### config.mk
export PLATFORM = sky130hd
export DESIGN_NAME = zipmap_stream_parser_flat
export DESIGN_NICKNAME = d
export VERILOG_FILES = /design/src/hdl/zmp_pkg.sv /design/src/hdl/zmp_if.sv /design/src/hdl/zmp_step.sv /design/src/hdl/zipmap_stream_parser.sv /design/src/flat_wrapper.sv
export SDC_FILE = /design/constraint.sdc
export NUM_CORES = 1
export LEC_CHECK = 0
export BUFFER_PORTS_ARGS = -buffer_cell sky130_fd_sc_hd__buf_2
export CORE_MARGIN = 10
export CORE_UTILIZATION = 45
export CTS_CLUSTER_SIZE = 20
export DETAILED_ROUTE_END_ITERATION = 12
export GPL_TIMING_DRIVEN = 0
export SYNTH_ARGS = -nofsm -noshare
export SYNTH_HDL_FRONTEND = slang
export SYNTH_SLANG_ARGS = --single-unit
### constraint.sdc
create_clock -name clk -period 5 [get_ports clk]
set_input_delay 1 -clock clk [delete_from_list [all_inputs] [get_ports clk]]
set_output_delay 1 -clock clk [all_outputs]
set_load 0.005 [all_outputs]
### src/hdl/zmp_pkg.sv
// ----------------------------------------------------------------------------
// Zipmap parser package
// Shared types, codes and constants for the zipmap stream parser.
// ----------------------------------------------------------------------------
`default_nettype none

package zmp_pkg;

	localparam int unsigned ByteW   = 8;
	localparam int unsigned LenW    = 32;
	localparam int unsigned LongCntW = 3;

	localparam logic [ByteW-1:0]    LEN_BIG        = 8'd254;
	localparam logic [ByteW-1:0]    MAP_END        = 8'd255;
	localparam logic [LongCntW-1:0] LONG_LEN_BYTES = 3'd4;

	typedef enum logic [3:0] {
		PH_HEADER = 4'd0,
		PH_LEN    = 4'd1,
		PH_LONG   = 4'd2,
		PH_FREE   = 4'd3,
		PH_STR    = 4'd4,
		PH_PAD    = 4'd5,
		PH_END    = 4'd6
	} phase_t;

	typedef enum logic [2:0] {
		ROLE_FRAME = 3'd0,
		ROLE_KEY   = 3'd1,
		ROLE_VALUE = 3'd2,
		ROLE_END   = 3'd3,
		ROLE_ERROR = 3'd4
	} role_t;

	typedef struct packed {
		phase_t                phase;
		logic [LenW-1:0]       bytes_remaining;
		logic [LongCntW-1:0]   long_length_bytes_seen;
		logic [ByteW-1:0]      free_bytes_remaining;
		logic                  reading_value;
	} parser_state_t;

	typedef struct packed {
		logic [ByteW-1:0] out_byte;
		role_t            role;
		logic             last_of_string;
		logic             empty_string;
	} tag_t;

	localparam parser_state_t STATE_RESET = '{
		phase:                  PH_HEADER,
		bytes_remaining:        '0,
		long_length_bytes_seen: '0,
		free_bytes_remaining:   '0,
		reading_value:          1'b0
	};

endpackage

`default_nettype wire

### src/hdl/zmp_if.sv
// ----------------------------------------------------------------------------
// Zipmap parser channels
// Valid/ready channels for the incoming blob bytes and the tagged bytes.
// ----------------------------------------------------------------------------
`default_nettype none

interface zmp_in_if;
	logic                        valid;
	logic                        ready;
	logic [zmp_pkg::ByteW-1:0]   data_byte;
	logic                        start_of_map;

	modport source (output valid, output data_byte, output start_of_map, input ready);
	modport sink   (input valid, input data_byte, input start_of_map, output ready);
endinterface

interface zmp_out_if;
	logic                        valid;
	logic                        ready;
	logic [zmp_pkg::ByteW-1:0]   out_byte;
	zmp_pkg::role_t              role;
	logic                        last_of_string;
	logic                        empty_string;

	modport source (output valid, output out_byte, output role, output last_of_string,
		output empty_string, input ready);
	modport sink   (input valid, input out_byte, input role, input last_of_string,
		input empty_string, output ready);
endinterface

`default_nettype wire

### src/hdl/zmp_step.sv
// ----------------------------------------------------------------------------
// Zipmap parser step
// Combinational phase update and byte tagging for one blob byte.
// ----------------------------------------------------------------------------
`default_nettype none

module zmp_step (
	input  wire  zmp_pkg::parser_state_t state_i,
	input  wire  [zmp_pkg::ByteW-1:0]    data_byte,
	input  wire                          start_of_map,
	output zmp_pkg::parser_state_t       state_o,
	output zmp_pkg::tag_t                tag
);
	import zmp_pkg::*;

	// Length known: pick what follows it.
	function automatic parser_state_t length_done(input parser_state_t s);
		parser_state_t r;
		r = s;
		if (s.reading_value) begin
			r.phase = PH_FREE;
		end else if (s.bytes_remaining != '0) begin
			r.phase = PH_STR;
		end else begin
			r.reading_value = 1'b1;
			r.phase = PH_LEN;
		end
		return r;
	endfunction

	always_comb begin
		parser_state_t cur;
		parser_state_t nxt;
		role_t         role;
		logic          last;
		logic          empty;
		logic          rv_eff;

		cur = start_of_map ? STATE_RESET : state_i;
		nxt = cur;
		role = ROLE_FRAME;
		last = 1'b0;
		empty = 1'b0;
		rv_eff = 1'b0;

		unique case (cur.phase)
			PH_HEADER: begin
				nxt.reading_value = 1'b0;
				nxt.phase = PH_LEN;
			end
			PH_LONG: begin
				nxt.bytes_remaining[{cur.long_length_bytes_seen[1:0], 3'b000} +: ByteW] =
					cur.bytes_remaining[{cur.long_length_bytes_seen[1:0], 3'b000} +: ByteW]
					| data_byte;
				nxt.long_length_bytes_seen = cur.long_length_bytes_seen + 3'd1;
				if (nxt.long_length_bytes_seen >= LONG_LEN_BYTES) begin
					nxt.long_length_bytes_seen = '0;
					empty = (nxt.bytes_remaining == '0);
					nxt = length_done(nxt);
				end
			end
			PH_FREE: begin
				nxt.free_bytes_remaining = data_byte;
				if (cur.bytes_remaining != '0) begin
					nxt.phase = PH_STR;
				end else if (data_byte != '0) begin
					nxt.phase = PH_PAD;
				end else begin
					nxt.reading_value = 1'b0;
					nxt.phase = PH_LEN;
				end
			end
			PH_STR: begin
				role = cur.reading_value ? ROLE_VALUE : ROLE_KEY;
				if (cur.bytes_remaining != '0) begin
					nxt.bytes_remaining = cur.bytes_remaining - 32'd1;
				end
				if (nxt.bytes_remaining == '0) begin
					last = 1'b1;
					if (!cur.reading_value) begin
						nxt.reading_value = 1'b1;
						nxt.phase = PH_LEN;
					end else if (cur.free_bytes_remaining != '0) begin
						nxt.phase = PH_PAD;
					end else begin
						nxt.reading_value = 1'b0;
						nxt.phase = PH_LEN;
					end
				end
			end
			PH_PAD: begin
				if (cur.free_bytes_remaining != '0) begin
					nxt.free_bytes_remaining = cur.free_bytes_remaining - 8'd1;
				end
				if (nxt.free_bytes_remaining == '0) begin
					nxt.reading_value = 1'b0;
					nxt.phase = PH_LEN;
				end
			end
			PH_END: begin
				role = ROLE_ERROR;
			end
			default: begin
				// Length position; stray codes start a fresh entry.
				rv_eff = (cur.phase == PH_LEN) ? cur.reading_value : 1'b0;
				nxt.reading_value = rv_eff;
				nxt.phase = PH_LEN;
				if (!rv_eff && data_byte == MAP_END) begin
					role = ROLE_END;
					nxt.phase = PH_END;
				end else if (data_byte >= LEN_BIG) begin
					nxt.bytes_remaining = '0;
					nxt.long_length_bytes_seen = '0;
					nxt.phase = PH_LONG;
				end else begin
					nxt.bytes_remaining = {{(LenW-ByteW){1'b0}}, data_byte};
					empty = (data_byte == '0);
					nxt = length_done(nxt);
				end
			end
		endcase

		state_o = nxt;
		tag.out_byte = data_byte;
		tag.role = role;
		tag.last_of_string = last;
		tag.empty_string = empty;
	end

endmodule

`default_nettype wire

### src/hdl/zipmap_stream_parser.sv
// ----------------------------------------------------------------------------
// Zipmap stream parser
// Tags every byte of a zipmap blob as framing, key, value, end or error.
// ----------------------------------------------------------------------------
// Feed the blob one byte per transaction on bytes_in, with start_of_map high
// on the first (count) byte of each blob; every byte yields exactly one tagged
// transaction on tags_out, in order. On acceptance, the parser state register
// and a short step of logic decide a byte's role, and the tag lands in a single
// output register, so a new byte is accepted every cycle as long as the output
// register is empty or being drained in the same cycle. The tag is offered in
// the cycle after acceptance. Lengths of 254, or of 255 at a value position,
// take the four-byte little-endian form; the free-count byte after a value
// length and the free bytes after the value are tagged as framing. Bytes after
// the end marker are tagged as errors until the next start mark.
// ----------------------------------------------------------------------------
`default_nettype none

module zipmap_stream_parser (
	input  wire        clk,
	input  wire        arst_n,
	zmp_in_if.sink     bytes_in,
	zmp_out_if.source  tags_out
);
	import zmp_pkg::*;

	parser_state_t state_q;
	parser_state_t state_next;
	tag_t          tag_next;
	tag_t          tag_q;
	logic          tag_valid_q;
	logic          accept;

	// Take a byte whenever the output register is free or drains this cycle.
	assign bytes_in.ready = !tag_valid_q || tags_out.ready;
	assign accept = bytes_in.valid && bytes_in.ready;

	zmp_step u_step (
		.state_i      (state_q),
		.data_byte    (bytes_in.data_byte),
		.start_of_map (bytes_in.start_of_map),
		.state_o      (state_next),
		.tag          (tag_next)
	);

	// Advance the parser only on an accepted transaction.
	always_ff @(posedge clk or negedge arst_n) begin
		if (!arst_n) begin
			state_q <= STATE_RESET;
		end else if (accept) begin
			state_q <= state_next;
		end
	end

	// Output register: load on accept, drop valid once drained.
	always_ff @(posedge clk or negedge arst_n) begin
		if (!arst_n) begin
			tag_valid_q <= 1'b0;
		end else if (accept) begin
			tag_valid_q <= 1'b1;
		end else if (tags_out.ready) begin
			tag_valid_q <= 1'b0;
		end
	end

	always_ff @(posedge clk) begin
		if (accept) begin
			tag_q <= tag_next;
		end
	end

	assign tags_out.valid          = tag_valid_q;
	assign tags_out.out_byte       = tag_q.out_byte;
	assign tags_out.role           = tag_q.role;
	assign tags_out.last_of_string = tag_q.last_of_string;
	assign tags_out.empty_string   = tag_q.empty_string;

endmodule

`default_nettype wire

### src/flat_wrapper.sv
// flat-port wrapper written by rule: the top's interface ports become plain ports
module zipmap_stream_parser_flat import zmp_pkg::*;
  (clk, arst_n, bytes_in_valid, bytes_in_data_byte, bytes_in_start_of_map, bytes_in_ready, tags_out_valid, tags_out_out_byte, tags_out_role, tags_out_last_of_string, tags_out_empty_string, tags_out_ready);
  zmp_in_if bytes_in_i ();
  zmp_out_if tags_out_i ();
  input  wire clk;
  input  wire arst_n;
  input wire logic [$bits(bytes_in_i.valid)-1:0] bytes_in_valid;
  input wire logic [$bits(bytes_in_i.data_byte)-1:0] bytes_in_data_byte;
  input wire logic [$bits(bytes_in_i.start_of_map)-1:0] bytes_in_start_of_map;
  output wire logic [$bits(bytes_in_i.ready)-1:0] bytes_in_ready;
  output wire logic [$bits(tags_out_i.valid)-1:0] tags_out_valid;
  output wire logic [$bits(tags_out_i.out_byte)-1:0] tags_out_out_byte;
  output wire logic [$bits(tags_out_i.role)-1:0] tags_out_role;
  output wire logic [$bits(tags_out_i.last_of_string)-1:0] tags_out_last_of_string;
  output wire logic [$bits(tags_out_i.empty_string)-1:0] tags_out_empty_string;
  input wire logic [$bits(tags_out_i.ready)-1:0] tags_out_ready;
  assign bytes_in_i.valid = bytes_in_valid;
  assign bytes_in_i.data_byte = bytes_in_data_byte;
  assign bytes_in_i.start_of_map = bytes_in_start_of_map;
  assign bytes_in_ready = bytes_in_i.ready;
  assign tags_out_valid = tags_out_i.valid;
  assign tags_out_out_byte = tags_out_i.out_byte;
  assign tags_out_role = tags_out_i.role;
  assign tags_out_last_of_string = tags_out_i.last_of_string;
  assign tags_out_empty_string = tags_out_i.empty_string;
  assign tags_out_i.ready = tags_out_ready;
  zipmap_stream_parser u_core (.clk(clk), .arst_n(arst_n), .bytes_in(bytes_in_i), .tags_out(tags_out_i));
endmodule
# Yosys cells after proc, flatten, opt, wreduce, memory -nomap -nowiden
# Cells that the tools add are included.
[word_totals]
register_bits = 62
in_bits = 13
out_inout_bits = 15
word_cells = 93
[classes]
add_sub_neg = 4
n_lt_le_gt_ge = 2
eq_ne = 7
n_shift = 3
muxes = 47
bitwise_logic = 1
n_reduce_logical = 19
[op_table]
columns = ["operator", "n"]
rows = [
  ["two-way mux 48 bit", 2],
  ["one-hot mux 32 bit (3 select lines)", 1],
  ["zero test 32 bit", 2],
  ["two-way mux 32 bit", 2],
  ["nonzero test 32 bit", 2],
  ["two-way mux 44 bit", 1],
  ["two-way mux 39 bit", 1],
  ["bitwise mux 32 bit", 1],
  ["one-hot mux 8 bit (4 select lines)", 1],
  ["variable shift 8 x 7 -> 32 bit, first input constant", 1],
  ["indexed part select 32 x 6 -> 8 bit", 1],
  ["indexed part select 8 x 7 -> 32 bit", 1],
  ["subtractor 32 x 1 -> 32 bit, second input constant", 1],
  ["two-way mux 4 bit", 7],
  ["one-hot mux 4 bit (6 select lines)", 1],
  ["two-way mux 1 bit", 18],
  ["zero test 8 bit", 2],
  ["two-way mux 8 bit", 2],
  ["nonzero test 8 bit", 2],
  ["== test 4 x 3 -> 1 bit, second input constant", 3],
  ["two-way mux 3 bit", 4],
  ["one-hot mux 3 bit (3 select lines)", 1],
  ["== test 4 x 2 -> 1 bit, second input constant", 2],
  ["== test 8 bit, second input constant", 1],
  ["other kinds (19)", 23],
]

# Depth between registers and ports, before layout
[logic_depth]
ltp_word = 10
mapped_depth = 17
mapped_depth_nobuf = 13

# Modules after synthesis
# From an unflattened synthesis, not the netlist that was laid out.
[unflattened]
cells_unflattened = 801
area_unflattened_um2 = 6525.0
[modules_own_cells]
columns = ["module", "n_inst", "cells_per_inst", "area_per_inst_um2", "seq_area_each_um2"]
rows = [
  ["zmp_step", 1, 682, 4261.6, 0.0],
  ["zipmap_stream_parser", 1, 119, 2263.4, 1616.6],
]

# Worst setup path before layout
# No wires, ideal clock.
[synth_timing]
kind = "input -> register"
from = "in bytes_in_start_of_map"
to = "reg u_core.state_q[0] in the netlist's numbering"
setup_time_ps = 77
arrival_ps = 4562
required_ps = 4923
path_slack_ps = 360
cell_stages = 17
n_path_buf = 4
cell_sequence = "buf_1 inv_1 clkbuf_1 clkbuf_1 clkbuf_1 nand2_1 ha_1 or4b_1 o21a_4 or2_4 o21ai_4 nor3_2 a211o_1 nor4_4 nand4_2 a41o_1 a21oi_1"
[synth_via]
elab_chain_cells = 10
elab_cells_between_ends = 43
cone_classes = "add/sub: 4; order compare: 1; eq/ne: 6; shift: 3; mux: 20; bitwise: 1; reduce/logical: 8"
[synth_rtl]
columns = ["item", "line_no", "source"]
rows = [
  ["from (decl)", "flat_wrapper.sv:10", "input wire logic [$bits(bytes_in_i.start_of_map)-1:0] bytes_in_start_of_map;"],
  ["two-way mux 48 bit (*)", "zmp_step.sv:39", "cur = start_of_map ? STATE_RESET : state_i;"],
  ["indexed part select 32 x 6 -> 8 bit", "zmp_step.sv:53", "cur.bytes_remaining[{cur.long_length_bytes_seen[1:0], 3'b000} +: ByteW]"],
  ["OR 8 bit", "zmp_step.sv:54", "| data_byte;"],
  ["indexed part select 8 x 7 -> 32 bit", "zmp_step.sv:52", "nxt.bytes_remaining[{cur.long_length_bytes_seen[1:0], 3'b000} +: ByteW] ="],
  ["bitwise mux 32 bit", "zmp_step.sv:52", ""],
  ["nonzero test 32 bit", "zmp_step.sv:22", "end else if (s.bytes_remaining != '0) begin"],
  ["two-way mux 1 bit", "zmp_step.sv:22", ""],
  ["two-way mux 1 bit", "zmp_step.sv:20", "if (s.reading_value) begin"],
  ["two-way mux 48 bit", "zmp_step.sv:56", "if (nxt.long_length_bytes_seen >= LONG_LEN_BYTES) begin"],
  ["one-hot mux 1 bit (6 select lines) (*)", "zmp_step.sv:46", "unique case (cur.phase)"],
  ["to (signal assigned)", "zipmap_stream_parser.sv:50", "state_q <= state_next;"],
  ["to (decl)", "zipmap_stream_parser.sv:26", "parser_state_t state_q;"],
]
# Every way passes the cells marked *; elsewhere a longest branch is shown, timed or not. The select of a mux whose other input is x is not followed.
# A chain may end at the register's enable or synchronous reset.

# Worst setup path after layout
# Ends and elaborated chain as after synthesis.

==> reports/qor.tcl <==
set qor(cp_data_arrival_time_ps) 5190
set qor(drt_first_iter_violations) 1105
set qor(clk_pin_slew_worst_paths_ps) 50
set qor(finalPower_mw) 3.44
set qor(nFillCells) 1203
set qor(path_cells) {buf_2 > buf_4 > clkinvlp_4 > clkbuf_4 > clkbuf_4 > nand2_2 > ha_4 > or4b_1 > o21a_4 > or2_4 > nor2_2 > o22a_1 > nand2_1 > nor4b_4 > nand4_2 > a41o_1 > a21oi_1}
set qor(cts_hold_repair.buffers) 0
set qor(nets) 806
set qor(cell_occurring_most_often_along_the_worst_timing_path) {sky130_fd_sc_hd__clkbuf_4}
set qor(synthDominantCellAreaShare_pct) 21.9
set qor(route.vias.total) 6699
set qor(synthToLayoutAreaGrowth_pct) 13.4
set qor(critical_path.startpoint_type) {input port}
set qor(worst_skew_late_latency_ps) 360
set qor(synth.yosys.seq_area_share_pct) 28.9
set qor(clock-root-buffer) {sky130_fd_sc_hd__clkbuf_16}
set qor(total_leakage_power_nw) 2.42
set qor(hold_path.startpoint) {u_core.state_q[11]}
set qor(via_count_of_the_first_global_routing_pass) 6197
set qor(post_dp_cell_area_um2) 5940
set qor(cellPowerDensity_nw_per_um2) 543
set qor(finalClockSkew_ps) 16.0
set qor(die_x_um) 131
set qor(hold-worst-slack_ps) 506
set qor(detailedRoute.firstPassIterationCount) 6
set qor(grt_start_max_net_pins) 50
set qor(htree_num_levels) 3
set qor(worst_reg_to_reg_path_cell_count) 9
set qor(synth_area_per_cell_um2) 7.50
set qor(netlist_top_cells_count) {102 x sky130_fd_sc_hd__nand2_1, 88 x sky130_fd_sc_hd__o21ai_0, 76 x sky130_fd_sc_hd__nor2_1, 49 x sky130_fd_sc_hd__dfrtp_1, 48 x sky130_fd_sc_hd__a21oi_1}
set qor(tns_ps) 0
set qor(track_usage_pct) 28.5
set qor(hold_path_end) {u_core.state_q[11]}
set qor(design_area_um2) 6340
set qor(synth.area.top_cells) {sky130_fd_sc_hd__dfrtp_1 22%, sky130_fd_sc_hd__o21ai_0 7.9%, sky130_fd_sc_hd__edfxtp_1 7.0%, sky130_fd_sc_hd__nand2_1 6.9%, sky130_fd_sc_hd__nor2_1 5.1%}
set qor(cts_tree) {built}
set qor(rows) 40
set qor(wl_um) 25700
set qor(slew_headroom_pct) 12.1
set qor(fin_crit_ps) 4920
set qor(placement.io_buffers) 27
set qor(result_of_the_run) {complete, no violations}
set qor(timing.setup.critical_path_class) {in2reg}
set qor(synthesized_netlist_net_count) 767
set qor(cts_buffer_count) 9
set qor(synthMostInstantiatedCell) {sky130_fd_sc_hd__nand2_1}
set qor(drc_errors) 0
set qor(synth_warnings) 0
set qor(detail_route.wl_per_cell_um) 26.8
set qor(antenna_violating_nets_post_route) 0
set qor(timing.critical_path.to_type) {flop}
set qor(hold_viol_final) 0
set qor(timing.hold.worst_path_depth) 1
set qor(placed_cells) 940
set qor(core_um2) 12100
set qor(antenna_cells) 0
set qor(crit_path_max_fanout) 10
set qor(dominantRegCellSynth) {sky130_fd_sc_hd__dfrtp_1}
set qor(effective_utilization_at_floorplan_pct) 46.1
set qor(synth_enable_flop_cells) 13
set qor(finalWeightedCongestion) 1.05
set qor(synthesis.instances) 745
set qor(worstMarginPinSlew_ps) 1320
set qor(ys_seq_elements) 62
set qor(hold_path.class) {reg2reg}
set qor(slowest_library_cell_on_the_worst_path) {sky130_fd_sc_hd__or4b_1}
set qor(final_max_slew_viol_count) 0
set qor(register_area_um2) 1620
set qor(setup-violations-final) 0
set qor(clock_path_buffers) 2
set qor(layout-drive-gt1-share_pct) 12.2
set qor(crit-reg2reg-capture) {u_core.state_q[0]}
set qor(synth_top_area_cell) {sky130_fd_sc_hd__dfrtp_1}
set qor(max-vdd-ir-drop_mv) 0.196
set qor(timing.fmax_mhz) 203
set qor(cpPeakStageDelay_ps) 500
set qor(grt_setup_unrepaired) {false}
set qor(multi_input_logic_area_um2) 3750
set qor(max_cap_viol_count) 0
set qor(post-dp-hpwl_um) 18600
set qor(grt_pass1_wl_um) 38300
set qor(die_height_um) 131
set qor(post-route-period-util_pct) 98.3
set qor(synthesis.area_um2) 5590
set qor(worstPathRequired_ps) 5270
set qor(synth_cell_types) 80
set qor(vias_per_cell) 7.00
set qor(finalNonFillerCells) 957
set qor(antenna_violations_before_repair) 0
set qor(async_reset_ff_share_pct) 79.0
set qor(r2r_slack_ps) 840
set qor(die_area_um2) 17300
set qor(cts.sinks) 62
set qor(boundaryPins) 28
set qor(reg_to_reg_critical_path_startpoint) {u_core.state_q[9]}
set qor(grt.overflow.total) 0
## cells by family (layout without fill, tap and decap cells)
group | Yosys count | after routing | synth area share, %
fa+ha+maj | 9 | 9 | 2.01
xor+xnor | 9 | 9 | 1.41
compound gates | 262 | 262 | 30.7
buf+inv | 71 | 115 | 5.10
flops | 62 | 62 | 28.9
mux | 17 | 17 | 3.29
simple gates | 315 | 315 | 28.6
## critical path: cells and delay by family
kind                     cells  cell delay [ps]
AND/OR/NAND/NOR              7             1950
AO/OA/AOI/OAI                4              930
adder cells (fa/ha/maj)      1              200
buffers and inverters        5             1090
## power by group
part,switching (mW),internal [mW],total [mW],leakage [nW]
Clock,0.260,0.436,0.695,0.151
Sequential,0.140,0.620,0.760,0.776
Combinational,1.32,0.663,1.98,1.49
Total,1.72,1.72,3.44,2.42
## per-stage QoR
stage / setup WS, ps / util (%)
after floorplan: 360 / -
final: 84.2 / 52.3
after CTS: 47.3 / 52.0
after global placement: -1570 / 49.0
after detailed placement: -1550 / 49.0
after global routing: 18.2 / 52.3
## worst max-delay path by stage
stage	from	endpoint	slack, ps	cells past startpoint
global route	bytes_in_start_of_map	u_core.state_q[0]	20	17
finish	bytes_in_start_of_map	u_core.state_q[0]	80	17
CTS	bytes_in_start_of_map	u_core.state_q[44]	50	17
detailed placement	bytes_in_start_of_map	u_core.state_q[0]	-1550	18
floorplan	bytes_in_start_of_map	u_core.state_q[0]	360	17
global placement	bytes_in_start_of_map	u_core.state_q[44]	-1570	18
## timing repair
| action | in CTS | in global routing |
|---|---|---|
| endpoints found under the hold margin | 0 | 0 |
| pin swaps | 0 | 1 |
| setup buffers | 1 | 1 |
| gates resized for setup | 12 | 9 |
| endpoints found under the setup margin | 29 | 4 |
## layout by cell type, fill, tap and decap left out, types with 4 or more instances in the layout
cell type / synthesis / final
sky130_fd_sc_hd__o221ai_1: 4 / 4
sky130_fd_sc_hd__nand2b_1: 9 / 9
sky130_fd_sc_hd__and3_1: 9 / 9
sky130_fd_sc_hd__nand3_1: 15 / 15
sky130_fd_sc_hd__xnor2_1: 7 / 7
sky130_fd_sc_hd__o21ai_0: 88 / 86
sky130_fd_sc_hd__a221o_1: 4 / 4
sky130_fd_sc_hd__o211ai_1: 4 / 4
sky130_fd_sc_hd__a2111oi_0: 4 / 4
sky130_fd_sc_hd__a22oi_1: 16 / 16
sky130_fd_sc_hd__inv_1: 13 / 12
sky130_fd_sc_hd__nor4_1: 9 / 9
sky130_fd_sc_hd__a221oi_1: 13 / 12
sky130_fd_sc_hd__a31oi_1: 9 / 9
sky130_fd_sc_hd__nand4_1: 8 / 8
sky130_fd_sc_hd__nor3_1: 27 / 27
sky130_fd_sc_hd__a22o_1: 10 / 10
sky130_fd_sc_hd__o311ai_0: 6 / 6
sky130_fd_sc_hd__clkbuf_1: 45 / 43
sky130_fd_sc_hd__o22ai_1: 11 / 11
sky130_fd_sc_hd__mux2i_1: 6 / 6
sky130_fd_sc_hd__o31ai_1: 4 / 4
sky130_fd_sc_hd__buf_4: 1 / 4
sky130_fd_sc_hd__edfxtp_1: 13 / 13
sky130_fd_sc_hd__buf_1: 5 / 4
sky130_fd_sc_hd__ha_1: 9 / 8
sky130_fd_sc_hd__nor2_1: 76 / 73
sky130_fd_sc_hd__a32oi_1: 4 / 4
sky130_fd_sc_hd__a311oi_1: 4 / 4
sky130_fd_sc_hd__and2_1: 10 / 10
sky130_fd_sc_hd__clkbuf_16: 0 / 9
sky130_fd_sc_hd__buf_2: 5 / 32
sky130_fd_sc_hd__nand2_1: 102 / 101
sky130_fd_sc_hd__or3_1: 10 / 10
sky130_fd_sc_hd__dfrtp_1: 49 / 49
sky130_fd_sc_hd__a21oi_1: 48 / 48
sky130_fd_sc_hd__mux2_2: 11 / 11
sky130_fd_sc_hd__nor2b_1: 10 / 10
## layout make-up
class,count,area share [%]
Tap cell,168,3.32
Clock buffer,10,3.61
Clock inverter,6,1.34
Timing Repair Buffer,29,2.37
Buffer,57,3.85
Inverter,13,0.829
Sequential cell,62,25.5
Multi-Input combinational cell,612,59.2
## routing by layer
metal | track usage (%) | wire, um | vias up | part of all wire, %
met5 | 0 | 0 | - | 0
met4 | 13.9 | 1260 | 0 | 4.9
met3 | 9.07 | 3200 | 115 | 12
met2 | 40.4 | 10600 | 523 | 41
met1 | 38.1 | 10600 | 3181 | 41
li1 | - | - | 2880 | -
## registers in the layout, summed over array words and instances (netlist names)
signal                          cells
u_core.tags_out.role                3
u_core.tags_out.last_of_string      1
u_core.state_q                     48
u_core.tags_out.empty_string        1
u_core.tags_out.valid               1
u_core.tags_out.out_byte            8
Power figures use the tool's default switching activity.
